===== src/design/b2da_pkg.sv =====
// shared types, constants and the power-of-ten lookup for the decimal ascii converter
`timescale 1ns / 1ps
`default_nettype none

package b2da_pkg;

    localparam int VALUE_W    = 16;
    localparam int NUM_DIGITS = 5;
    localparam int DIGIT_W    = 4;
    localparam int CHAR_W     = 6;
    localparam int REM_W      = VALUE_W + 1;

    // digit position, 0 is the ten-thousands digit
    typedef logic [2:0] digit_idx_t;

    localparam digit_idx_t FIRST_POS = 3'd0;
    localparam digit_idx_t LAST_POS  = 3'd4;

    localparam logic [CHAR_W-1:0] ASCII_ZERO = 6'd48;
    localparam logic [DIGIT_W-1:0] MAX_DIGIT = 4'd9;

    // data handed from one digit cell to the next
    typedef struct packed {
        logic [VALUE_W-1:0]                     rem;
        logic [NUM_DIGITS-1:0][DIGIT_W-1:0]     digits;
    } b2da_beat_t;

    // weight of each digit position
    function automatic logic [REM_W-1:0] pow10(input digit_idx_t idx);
        logic [REM_W-1:0] p;
        case (idx)
            3'd0:    p = 17'd10000;
            3'd1:    p = 17'd1000;
            3'd2:    p = 17'd100;
            3'd3:    p = 17'd10;
            3'd4:    p = 17'd1;
            default: p = 17'd1;
        endcase
        return p;
    endfunction

endpackage

`default_nettype wire


===== src/design/b2da_digit_cell.sv =====
// one digit cell: extracts the digit at its position and passes the remainder on
`timescale 1ns / 1ps
`default_nettype none

module b2da_digit_cell import b2da_pkg::*; (
    input  wire logic       aclk,
    input  wire logic       aresetn,
    input  wire digit_idx_t cell_idx,
    input  wire logic       in_valid,
    output logic            in_ready,
    input  wire b2da_beat_t in_beat,
    output logic            out_valid,
    input  wire logic       out_ready,
    output b2da_beat_t      out_beat
);

    logic       valid_reg;
    logic       valid_next;
    b2da_beat_t beat_reg;
    b2da_beat_t beat_next;
    logic [REM_W-1:0]   weight;
    logic [DIGIT_W-1:0] digit;

    // cell takes a new beat when empty or when its beat moves on
    assign in_ready  = !valid_reg || out_ready;
    assign out_valid = valid_reg;
    assign out_beat  = beat_reg;

    // digit by parallel compares against the multiples of the weight
    always_comb begin
        weight = pow10(cell_idx);
        digit  = '0;
        for (int k = 1; k <= 9; k++) begin
            if ({1'b0, in_beat.rem} >= 17'(k) * weight) begin
                digit = digit + 4'd1;
            end
        end
        beat_next                 = in_beat;
        beat_next.digits[cell_idx] = digit;
        beat_next.rem             = VALUE_W'({1'b0, in_beat.rem} - 17'(digit) * weight);
        valid_next                = in_ready ? in_valid : valid_reg;
    end

    // control register
    always_ff @(posedge aclk) begin
        if (!aresetn) begin
            valid_reg <= 1'b0;
        end else begin
            valid_reg <= valid_next;
        end
    end

    // payload register
    always_ff @(posedge aclk) begin
        if (in_ready && in_valid) begin
            beat_reg <= beat_next;
        end
    end

    // remainder stays below this position's weight
    a_rem_range: assert property (@(posedge aclk) disable iff (!aresetn)
        valid_reg |-> ({1'b0, beat_reg.rem} < weight))
        else $error("remainder not below digit weight");

    // extracted digit is decimal
    a_digit_range: assert property (@(posedge aclk) disable iff (!aresetn)
        valid_reg |-> (beat_reg.digits[cell_idx] <= MAX_DIGIT))
        else $error("digit out of decimal range");

    // a stalled beat stays in place
    a_hold_stalled: assert property (@(posedge aclk) disable iff (!aresetn)
        (valid_reg && !out_ready) |=> (valid_reg && $stable(beat_reg)))
        else $error("stalled beat changed or dropped");

endmodule

`default_nettype wire


===== src/design/b2da_serializer.sv =====
// output register that streams the digits as ascii characters without leading zeros
`timescale 1ns / 1ps
`default_nettype none

module b2da_serializer import b2da_pkg::*; (
    input  wire logic               aclk,
    input  wire logic               aresetn,
    input  wire logic               in_valid,
    output logic                    in_ready,
    input  wire b2da_beat_t         in_beat,
    output logic                    out_valid,
    input  wire logic               out_ready,
    output logic [CHAR_W-1:0]       out_char,
    output logic                    out_last
);

    logic                               busy_reg;
    logic                               busy_next;
    digit_idx_t                         pos_reg;
    digit_idx_t                         pos_next;
    logic [NUM_DIGITS-1:0][DIGIT_W-1:0] digits_reg;
    digit_idx_t                         first_pos;
    logic                               load;

    // highest nonzero digit, or the units digit for zero
    always_comb begin
        first_pos = LAST_POS;
        for (int i = NUM_DIGITS - 1; i >= 0; i--) begin
            if (in_beat.digits[i] != '0) begin
                first_pos = digit_idx_t'(i);
            end
        end
    end

    assign out_valid = busy_reg;
    assign out_last  = (pos_reg == LAST_POS);
    assign out_char  = ASCII_ZERO + CHAR_W'(digits_reg[pos_reg]);
    assign in_ready  = !busy_reg || (out_ready && out_last);
    assign load      = in_ready && in_valid;

    // next position and busy flag
    always_comb begin
        busy_next = busy_reg;
        pos_next  = pos_reg;
        if (load) begin
            busy_next = 1'b1;
            pos_next  = first_pos;
        end else if (busy_reg && out_ready) begin
            if (out_last) begin
                busy_next = 1'b0;
            end else begin
                pos_next = pos_reg + 3'd1;
            end
        end
    end

    always_ff @(posedge aclk) begin
        if (!aresetn) begin
            busy_reg <= 1'b0;
            pos_reg  <= FIRST_POS;
        end else begin
            busy_reg <= busy_next;
            pos_reg  <= pos_next;
        end
    end

    always_ff @(posedge aclk) begin
        if (load) begin
            digits_reg <= in_beat.digits;
        end
    end

    // position never runs past the units digit
    a_pos_range: assert property (@(posedge aclk) disable iff (!aresetn)
        busy_reg |-> (pos_reg <= LAST_POS))
        else $error("digit position out of range");

    // a value keeps streaming until its last character
    a_no_gap: assert property (@(posedge aclk) disable iff (!aresetn)
        (busy_reg && out_ready && !out_last) |=> busy_reg)
        else $error("character stream broke before last");

    // first character of a value is not a leading zero
    a_no_lead_zero: assert property (@(posedge aclk) disable iff (!aresetn)
        (load && first_pos != LAST_POS) |=> (out_char != ASCII_ZERO))
        else $error("leading zero emitted");

endmodule

`default_nettype wire


===== src/design/binary_to_decimal_ascii_top.sv =====
// top level of the 16-bit binary to decimal ascii converter
//
// usage:
//   slave channel s_*: one beat carries a 16-bit unsigned value in s_tdata.
//   master channel m_*: one beat per decimal character, most significant first,
//   leading zeros dropped, so a value gives one to five beats; m_tlast marks
//   the units digit. zero gives the single character '0'.
//   a row of five digit cells, one per decimal position, each strips its digit
//   with parallel compares and hands the remainder to the next cell every cycle
//   unless that cell stalls. the last stage is an output register that walks
//   the digits out. the input beat passes through the five cell registers and
//   then the output register before its first character. the output gives one
//   character per cycle while m_tready is high; a value holds the output until
//   its last character, so the single output channel sets the sustained rate.
//   while the receiver stalls, up to five further values wait in the cells
//   and s_tready stays high until they are all full.
//   reset (aresetn low, synchronous) empties every cell and the output register.
`timescale 1ns / 1ps
`default_nettype none

module binary_to_decimal_ascii_top import b2da_pkg::*; (
    input  wire logic        aclk,
    input  wire logic        aresetn,
    input  wire logic        s_tvalid,
    output logic             s_tready,
    input  wire logic [15:0] s_tdata,   // [15:0] value
    output logic             m_tvalid,
    input  wire logic        m_tready,
    output logic [7:0]       m_tdata,   // [5:0] digit_char, [7:6] zero
    output logic             m_tlast
);

    logic       link_valid [NUM_DIGITS+1];
    logic       link_ready [NUM_DIGITS+1];
    b2da_beat_t link_beat  [NUM_DIGITS+1];
    logic [CHAR_W-1:0] digit_char;

    // head of the cell row
    assign link_valid[0]        = s_tvalid;
    assign s_tready             = link_ready[0];
    assign link_beat[0].rem     = s_tdata;
    assign link_beat[0].digits  = '0;

    // row of digit cells
    for (genvar g = 0; g < NUM_DIGITS; g++) begin : g_cell
        b2da_digit_cell u_cell (
            .aclk      (aclk),
            .aresetn   (aresetn),
            .cell_idx  (digit_idx_t'(g)),
            .in_valid  (link_valid[g]),
            .in_ready  (link_ready[g]),
            .in_beat   (link_beat[g]),
            .out_valid (link_valid[g+1]),
            .out_ready (link_ready[g+1]),
            .out_beat  (link_beat[g+1])
        );
    end

    // character output stage
    b2da_serializer u_ser (
        .aclk      (aclk),
        .aresetn   (aresetn),
        .in_valid  (link_valid[NUM_DIGITS]),
        .in_ready  (link_ready[NUM_DIGITS]),
        .in_beat   (link_beat[NUM_DIGITS]),
        .out_valid (m_tvalid),
        .out_ready (m_tready),
        .out_char  (digit_char),
        .out_last  (m_tlast)
    );

    assign m_tdata = {2'b00, digit_char};

endmodule

`default_nettype wire


===== config.mk =====
export PLATFORM = sky130hd
export DESIGN_NAME = binary_to_decimal_ascii_top
export DESIGN_NICKNAME = d
export VERILOG_FILES = /design/src/design/b2da_pkg.sv /design/src/design/b2da_digit_cell.sv /design/src/design/b2da_serializer.sv /design/src/design/binary_to_decimal_ascii_top.sv
export SDC_FILE = /design/constraint.sdc
export NUM_CORES = 1
export LEC_CHECK = 0
export BUFFER_PORTS_ARGS = -buffer_cell sky130_fd_sc_hd__buf_2
export CAP_MARGIN = 20
export CELL_PAD_IN_SITES_DETAIL_PLACEMENT = 1
export CELL_PAD_IN_SITES_GLOBAL_PLACEMENT = 2
export CORE_ASPECT_RATIO = 0.7
export CORE_UTILIZATION = 30
export CTS_BUF_LIST = sky130_fd_sc_hd__clkbuf_2
export DETAILED_ROUTE_END_ITERATION = 10
export GPL_TIMING_DRIVEN = 1
export PLACE_DENSITY = 0.58
export SLEW_MARGIN = 40
export SYNTH_ARGS = -nofsm -noshare
export SYNTH_HDL_FRONTEND = slang
export SYNTH_SLANG_ARGS = --single-unit

===== constraint.sdc =====
create_clock -name aclk -period 10.3 [get_ports aclk]
set_input_delay 2.06 -clock aclk [delete_from_list [all_inputs] [get_ports aclk]]
set_output_delay 2.06 -clock aclk [all_outputs]
set_load 0.05 [all_outputs]

==> results of run 1 <==
==> cell type report <==
| type | instances | area [um2] |
|---|---|---|
| clock buffer | 18 | 90.1 |
| clock inverter | 14 | 159 |
| fill | 4236 | 24800 |
| inverter | 112 | 420 |
| multi-input combinational | 798 | 6410 |
| sequential | 153 | 4500 |
| tap | 488 | 611 |
| timing repair buffer | 31 | 175 |
==> critical path: cells and delay by family (launching register included) <==
family,cells,cell delay [ns]
flops,1,0.55
mux,1,0.29
fa+ha+maj,9,3.25
xor+xnor,7,1.31
simple gates,8,1.67
compound gates,8,1.35
buf+inv,3,0.39
==> worst min-delay path by stage <==
stage | startpoint | to | slack [ns] | depth (start not counted)
after floorplan | g_cell[0].u_cell.out_beat[0] | g_cell[1].u_cell.out_beat[0] | 0.40 | 0
after global placement | g_cell[1].u_cell.out_beat[0] | g_cell[2].u_cell.out_beat[0] | 0.40 | 0
after detailed placement | g_cell[0].u_cell.out_beat[0] | g_cell[1].u_cell.out_beat[0] | 0.41 | 0
after CTS | g_cell[2].u_cell.out_beat[11] | g_cell[3].u_cell.out_beat[11] | 0.44 | 0
after global routing | g_cell[2].u_cell.out_beat[11] | g_cell[3].u_cell.out_beat[11] | 0.45 | 0
final | g_cell[3].u_cell.out_beat[8] | g_cell[4].u_cell.out_beat[8] | 0.42 | 0
==> stage by stage <==
stage           util  hold slack (ns)  cells  area, um2  setup WS (ns)
2_1_floorplan      -            0.400   1081      11400           2.06
3_3_place_gp   0.325            0.400   1581      12100           1.47
5_1_grt        0.332            0.448   1614      12400          0.623
6_report       0.332            0.425   1614      12400           1.29
3_5_place_dp   0.326            0.405   1582      12100           1.28
4_1_cts        0.332            0.437   1614      12400           1.23
==> cells by family after synthesis <==
family / count (synthesis) / synth area share
mux: 26 / 0.0292
buf+inv: 130 / 0.0444
simple gates: 296 / 0.136
fa+ha+maj: 134 / 0.158
compound gates: 214 / 0.129
other cells: 2 / 0.000662
flops: 153 / 0.397
xor+xnor: 124 / 0.106
==> cell usage in the layout (no fill, tap or decap), types with 5 or more instances in the layout <==
| master | synthesis | routed |
|---|---|---|
| edfxtp_1 | 144 | 144 |
| ha_1 | 118 | 118 |
| inv_1 | 110 | 110 |
| nand2_1 | 77 | 77 |
| xnor2_1 | 67 | 67 |
| nor2_1 | 61 | 61 |
| a21oi_1 | 54 | 54 |
| xor2_1 | 48 | 47 |
| o21ai_0 | 43 | 43 |
| nand3_1 | 28 | 28 |
| buf_2 | 1 | 26 |
| nor3_1 | 20 | 20 |
| nor2b_1 | 19 | 18 |
| clkbuf_2 | 0 | 18 |
| mux2_2 | 17 | 17 |
| fa_1 | 16 | 16 |
| nand2b_1 | 15 | 15 |
| a21o_1 | 15 | 15 |
| nor4_1 | 14 | 13 |
| a21boi_0 | 15 | 13 |
| o21a_1 | 9 | 9 |
| nand4_1 | 9 | 9 |
| dfxtp_1 | 9 | 9 |
| o21bai_1 | 8 | 8 |
| o31ai_1 | 7 | 7 |
| and3_1 | 7 | 7 |
| or3_1 | 7 | 7 |
| a31oi_1 | 8 | 6 |
| nor3b_1 | 6 | 6 |
| a211oi_1 | 6 | 6 |
| a211o_1 | 5 | 5 |
| mux2i_1 | 5 | 5 |
| nand3b_1 | 5 | 5 |
==> routing by layer <==
metal	share of wire	routed length (um)
met1	0.55	14000
met5	0	0
met4	0.0056	143
met2	0.42	10900
met3	0.023	601
==> results.md, run 1 <==
* Status: finished clean
* Critical Path Sink Type: flop
* Slew headroom at 0.497
* Post-route setup TNS at 0 ns
* Max_cap viols at 0
* M2 GR Usage at 0.212
* Met3 Use GR at 0.0299
* Ys Warns at 0
* Largest net degree at the start of global routing at 33
* Cells after synthesis at 1,079
* Netlist Area Pre-Place at 11,300 um2
* Tmin final at 9.01 ns
* CORE AREA at 37,200 um2
* R2r startpoint: g_cell[0].u_cell.out_beat[34]
* Synth async-reset ratio at 0
* # clock sinks at 153
* R2r endpoint: g_cell[1].u_cell.out_beat[34]
* Worst-path fanout max at 6
* # Post-CTS Setup Buffers at 0
* CP peak stage delay at 0.60 ns
* Post-Route Skew at 0.0437 ns
* Unrepaired setup endpoints after global routing: false
* Cell mode on critical path: ha_1
* Tot GR Track Use at 0.138
* Die area at 38,600 um2
* Hold Vio Cnt, Final at 0
* Clock root buffer: clkbuf_2
* Per-cell routed wire length at 15.8 um
* Clk Latency, worst-skew pair at 0.78 ns
* Initial antenna violation count at 0
* Mapped Avg Cell Area at 10.5 um2
* Top-count cell post-synth: edfxtp_1
* Critical path type: flop to flop
* Initial drt markers at 299
* Flops & latches, synth at 153
* Die Y at 165 um
* Req. time, crit path at 10.82 ns
* Post-synth cell types at 87
* Initial Util at 0.305
* Remaining DRCs at 0
* Worst EP arrival at 9.53 ns
* Setup crit start kind: flop
* Critical Path Sink: g_cell[1].u_cell.out_beat[34]
* Placer Congestion at 0.737
* Vias per inst at 4.79
* Register area share after synthesis at 0.397
* Grt ovf at 0
* Vias in the first global route at 7,856
* Row cnt at 59
* R2R setup slack at 1.29 ns
* Slew Limit Fails at 0
* Die width at 234 um
* Slowest cell on crit path: fa_1
* Total CTS buffers at 17
* Area Overhead vs Synth at 8.99%
* Busiest grt layer: met2
* Post_cts resized at 0
* Setup violations, final at 0
* Commonest cells post-synth: edfxtp_1 (144), ha_1 (118), inv_1 (110), nand2_1 (77), xnor2_1 (67)
* Synth area leader: edfxtp_1
* NumNets Final at 1,267
* Peak Freq at 111 MHz
* CTS Hold Bufs at 0
* # H-tree levels at 4
* Antenna diodes at 0
* CTS tree: built
* Worst r2r path cells at 36
* Period utilisation layout at 0.874
* CTS Buffer Depth at 2
* Layout cells sized above 1 at 0.116
* HPWL Detailed at 20,400 um
* Tightest Pin Transition at 0.747 ns
* CP Launch Point: g_cell[0].u_cell.out_beat[34]
* Clock slew at reported path FFs at 0.26 ns
* Num ports at 31
* Hold Crit Class: flop to flop
* Routed WL at 25,600 um
* Count of buffers from port buffering at 26
* Post-synth top flop: edfxtp_1
* First-pass GRT wire length at 41,600 um
* Top-area cell type share of the netlist area at 0.381
* Number of synthesized flops with an enable pin at 144
* Antenna Nets Post-Route at 0
* Max reg flops at 124
* Drt first pass iters at 4
* Synth area leaders: edfxtp_1 (38%), ha_1 (13%), xnor2_1 (5.2%)
* Via count at 7,724
* Met1 GRT Util at 0.201
Power of run 1 is not shown: default switching activity piles up to over one toggle a cycle in this logic, so the estimate is an artifact.
==> run 2: changes to the inputs <==
--- a/config.mk
+++ b/config.mk
@@ -9,9 +9,9 @@
 export CAP_MARGIN = 20
 export CELL_PAD_IN_SITES_DETAIL_PLACEMENT = 1
 export CELL_PAD_IN_SITES_GLOBAL_PLACEMENT = 2
-export CORE_ASPECT_RATIO = 0.7
 export CORE_UTILIZATION = 30
 export CTS_BUF_LIST = sky130_fd_sc_hd__clkbuf_2
+export CTS_CLUSTER_SIZE = 10
 export DETAILED_ROUTE_END_ITERATION = 10
 export GPL_TIMING_DRIVEN = 1
 export PLACE_DENSITY = 0.58
==> results.md, run 2 (synthesized netlist as in run 1, its figures left out) <==
* Status: finished clean
* Cell mode on critical path: ha_1
* Max reg flops at 124
* HPWL Detailed at 19,900 um
* Count of buffers from port buffering at 26
* Slew Limit Fails at 0
* Most frequent cells in the layout: edfxtp_1 (144), ha_1 (118), inv_1 (110)
* # clock sinks at 153
* Clk Latency, worst-skew pair at 0.76 ns
* Antenna Nets Post-Route at 0
* Vias per inst at 4.72
* Grt ovf at 0
* Die Y at 196 um
* Largest net degree at the start of global routing at 29
* Worst setup margin at 1.29 ns
* Per-cell routed wire length at 15.3 um
* # H-tree levels at 4
* Num ports at 31
* Initial drt markers at 216
* Critical path type: flop to flop
* First-pass GRT wire length at 42,200 um
* Hold Crit Class: flop to flop
* Unrepaired setup endpoints after global routing: false
* Worst EP arrival at 9.53 ns
* CTS Hold Bufs at 0
* Number of cells after detailed placement at 1,599
* Clock slew at reported path FFs at 0.30 ns
* Remaining DRCs at 0
* Die area at 38,600 um2
* R2r startpoint: g_cell[0].u_cell.out_beat[33]
* Hold Vio Cnt, Final at 0
* Tmin final at 9.01 ns
* Post_cts resized at 0
* # Post-CTS Setup Buffers at 0
* CP Launch Point: g_cell[0].u_cell.out_beat[33]
* CP peak stage delay at 0.59 ns
* Max_cap viols at 0
* Row cnt at 70
* CTS tree: built
* Vias in the first global route at 8,165
* Routed WL at 25,000 um
* Peak Freq at 111 MHz
* CORE AREA at 36,900 um2
* Total CTS buffers at 17
* Slowest cell on crit path: fa_1
* Hold Crit Start: g_cell[0].u_cell.out_beat[0]
* Antenna diodes at 0
* Post-Route Skew at 0.0600 ns
* Clock root buffer: clkbuf_2
* Post-route insts no fill at 1,631
* Setup crit start kind: flop
* Slew headroom at 0.491
* NumNets Final at 1,268
* Req. time, crit path at 10.81 ns
* Post-Route Utilization at 0.337
* Placer Congestion at 0.731
* Tightest Pin Transition at 0.762 ns
* Post-route setup TNS at 0 ns
* Commonest non-fill, non-tap cell in the layout: edfxtp_1
* Worst-path fanout max at 6
* # fillers at 4,168
* Initial Util at 0.308
* Via count at 7,692
* Period utilisation layout at 0.875
* Die width at 196 um
* Setup violations, final at 0
* Layout cells sized above 1 at 0.117
* Tot GR Track Use at 0.137
* Worst slack at placement at 1.26 ns
* Drt first pass iters at 4
* Area Overhead vs Synth at 9.50%
* CTS Buffer Depth at 2
* Initial antenna violation count at 0
* Critical Path Sink Type: flop
==> run 2: cell count changes in the layout (fill, tap and decap cells not counted), sizes merged <==
| cell | change |
|---|---|
| clkbuf | -1 |
| clkinv | +2 |
| clkinvlp | -1 |
| buf | +1 |
==> run 2: cell type report <==
type | count | area, um2 | area share
clock buffer | 17 | 85.1 | 0.00685
clock inverter | 15 | 199 | 0.0160
inverter | 112 | 420 | 0.0338
multi-input combinational | 798 | 6400 | 0.515
sequential | 153 | 4500 | 0.362
tap | 504 | 631 | 0.0507
timing repair buffer | 32 | 190 | 0.0153
==> run 2: final timing paths <==
check | end | slack, ns | cells after the start
setup / recovery | g_cell[1].u_cell.out_beat[34] | 1.29 | 36
hold / removal | g_cell[1].u_cell.out_beat[0] | 0.38 | 0
setup reg to reg | g_cell[1].u_cell.out_beat[34] | 1.29 | 36
hold reg to reg | g_cell[1].u_cell.out_beat[0] | 0.38 | 0
==> run 2: routing by layer <==
metal	share of wire	track usage	vias to the layer above
li1	-	-	3933
met1	0.48	0.173	3710
met2	0.50	0.247	42
met3	0.015	0.0207	7
met4	0.0030	0.0231	0
met5	0	0	-
==> run 2: per-stage QoR <==
stage	hold WS (ns)	cell area, um2
finish	0.380	12400
global route	0.388	12400
CTS	0.390	12400
detailed placement	0.405	12100
global placement	0.401	12100
floorplan	0.400	11400
==> run 2: critical path: cells and delay by family, from the launching register on <==
kind | cells | cell delay (ns)
adder cells (fa/ha/maj) | 9 | 3.23
AND/OR/NAND/NOR | 8 | 1.74
AO/OA/AOI/OAI | 8 | 1.33
XOR/XNOR | 7 | 1.28
flip-flops | 1 | 0.55
buffers and inverters | 3 | 0.38
multiplexers | 1 | 0.28
Power of run 2 is left out for the same reason.
==> run 3: changes to the inputs <==
--- a/config.mk
+++ b/config.mk
@@ -9,12 +9,12 @@
 export CAP_MARGIN = 20
 export CELL_PAD_IN_SITES_DETAIL_PLACEMENT = 1
 export CELL_PAD_IN_SITES_GLOBAL_PLACEMENT = 2
-export CORE_UTILIZATION = 30
+export CORE_UTILIZATION = 44
 export CTS_BUF_LIST = sky130_fd_sc_hd__clkbuf_2
 export CTS_CLUSTER_SIZE = 10
 export DETAILED_ROUTE_END_ITERATION = 10
 export GPL_TIMING_DRIVEN = 1
-export PLACE_DENSITY = 0.58
+export PLACE_DENSITY = 0.81
 export SLEW_MARGIN = 40
 export SYNTH_ARGS = -nofsm -noshare
 export SYNTH_HDL_FRONTEND = slang
==> results.md, run 3 (synthesized netlist as in run 1, its figures left out) <==
* Routed WL at 24,800 um
* Post-Route Skew at 0.0532 ns
* Worst-path fanout max at 6
* Status: finished clean
* Setup violations, final at 0
* Initial drt markers at 302
* Largest net degree at the start of global routing at 29
* CTS Hold Bufs at 0
* Vias per inst at 5.41
* Setup crit start kind: flop
* Worst setup margin at 1.25 ns
* Clock root buffer: clkbuf_2
* Hold Crit Class: flop to flop
* CTS tree: built
* HPWL Detailed at 19,800 um
* Worst EP arrival at 9.58 ns
* Tmin final at 9.05 ns
* # Post-CTS Setup Buffers at 0
* Slowest cell on crit path: fa_1
* First-pass GRT wire length at 41,500 um
* CORE AREA at 25,300 um2
* CP peak stage delay at 0.61 ns
* Slew Limit Fails at 0
* Clock slew at reported path FFs at 0.25 ns
* Initial antenna violation count at 0
* Critical path type: flop to flop
* Via count at 7,870
* Post-route setup TNS at 0 ns
* Num ports at 31
* Area Overhead vs Synth at 6.89%
* Period utilisation layout at 0.879
* Critical Path Sink Type: flop
* Max reg flops at 124
* Drt first pass iters at 6
* Post_cts resized at 0
* Antenna Nets Post-Route at 0
* Antenna diodes at 0
* Max_cap viols at 0
* CTS Buffer Depth at 2
* Post-Route Utilization at 0.480
* Grt ovf at 0
* Tot GR Track Use at 0.199
* Total CTS buffers at 17
* Placer Congestion at 0.808
* Vias in the first global route at 8,499
* Initial Util at 0.449
* Unrepaired setup endpoints after global routing: false
* Design area at 12,100 um2
* Most frequent cells in the layout: edfxtp_1 (144), ha_1 (118), inv_1 (110)
* Worst slack at placement at 1.22 ns
* # clock sinks at 153
* Die width at 163 um
* Per-cell routed wire length at 17.1 um
* Hold Vio Cnt, Final at 0
* Slew headroom at 0.439
* Die Y at 163 um
* Layout cells sized above 1 at 0.114
* Die area at 26,400 um2
* Commonest non-fill, non-tap cell in the layout: edfxtp_1
* Req. time, crit path at 10.83 ns
* Clk Latency, worst-skew pair at 0.74 ns
* Count of buffers from port buffering at 26
* Peak Freq at 110 MHz
* Row cnt at 58
* Cell mode on critical path: ha_1
* Dpl cell area at 11,900 um2
* Remaining DRCs at 0
* Tightest Pin Transition at 0.834 ns
* # H-tree levels at 4
* NumNets Final at 1,267
[run 3: area by class of cell]
type	count	area [um2]
sequential	153	4500
tap	330	413
clock buffer	18	90.1
inverter	112	420
clock inverter	14	136
timing repair buffer	31	175
fill	2873	13100
multi-input combinational	798	6390
[run 3: worst max-delay path, delay by kind of cell (launching register included)]
family                     cells  cell delay (ns)
buffers and inverters          3             0.40
xor gates and xnor gates       7             1.34
DFF                            1             0.54
AOI/OAI and AO/OA              8             1.33
muxes                          1             0.28
and+or+nand+nor                8             1.68
adders and majority gates      9             3.27
[run 3: through the flow]
| step | instances | hold slack (ns) |
|---|---|---|
| 2_1_floorplan | 1081 | 0.400 |
| 3_3_place_gp | 1423 | 0.402 |
| 3_5_place_dp | 1424 | 0.405 |
| 4_1_cts | 1456 | 0.435 |
| 5_1_grt | 1456 | 0.428 |
| 6_report | 1456 | 0.429 |
[run 3: path summary, 6_finish.rpt]
| kind | startpoint | endpoint | slack (ns) | cells after the start |
|---|---|---|---|---|
| max | g_cell[0].u_cell.out_beat[33] | g_cell[1].u_cell.out_beat[34] | 1.25 | 36 |
| min | g_cell[0].u_cell.out_beat[22] | g_cell[1].u_cell.out_beat[22] | 0.43 | 0 |
| max reg2reg | g_cell[0].u_cell.out_beat[33] | g_cell[1].u_cell.out_beat[34] | 1.25 | 36 |
| min reg2reg | g_cell[0].u_cell.out_beat[22] | g_cell[1].u_cell.out_beat[22] | 0.43 | 0 |
[run 3: routing by layer]
metal  vias to the layer above  track usage  routed length [um]
li1                       3934            -                   -
met1                      3844        0.225               10800
met2                        73        0.388               13400
met3                        19       0.0262                 367
met4                         0       0.0484                 261
met5                         -            0                   0
Power of run 3 is left out for the same reason.
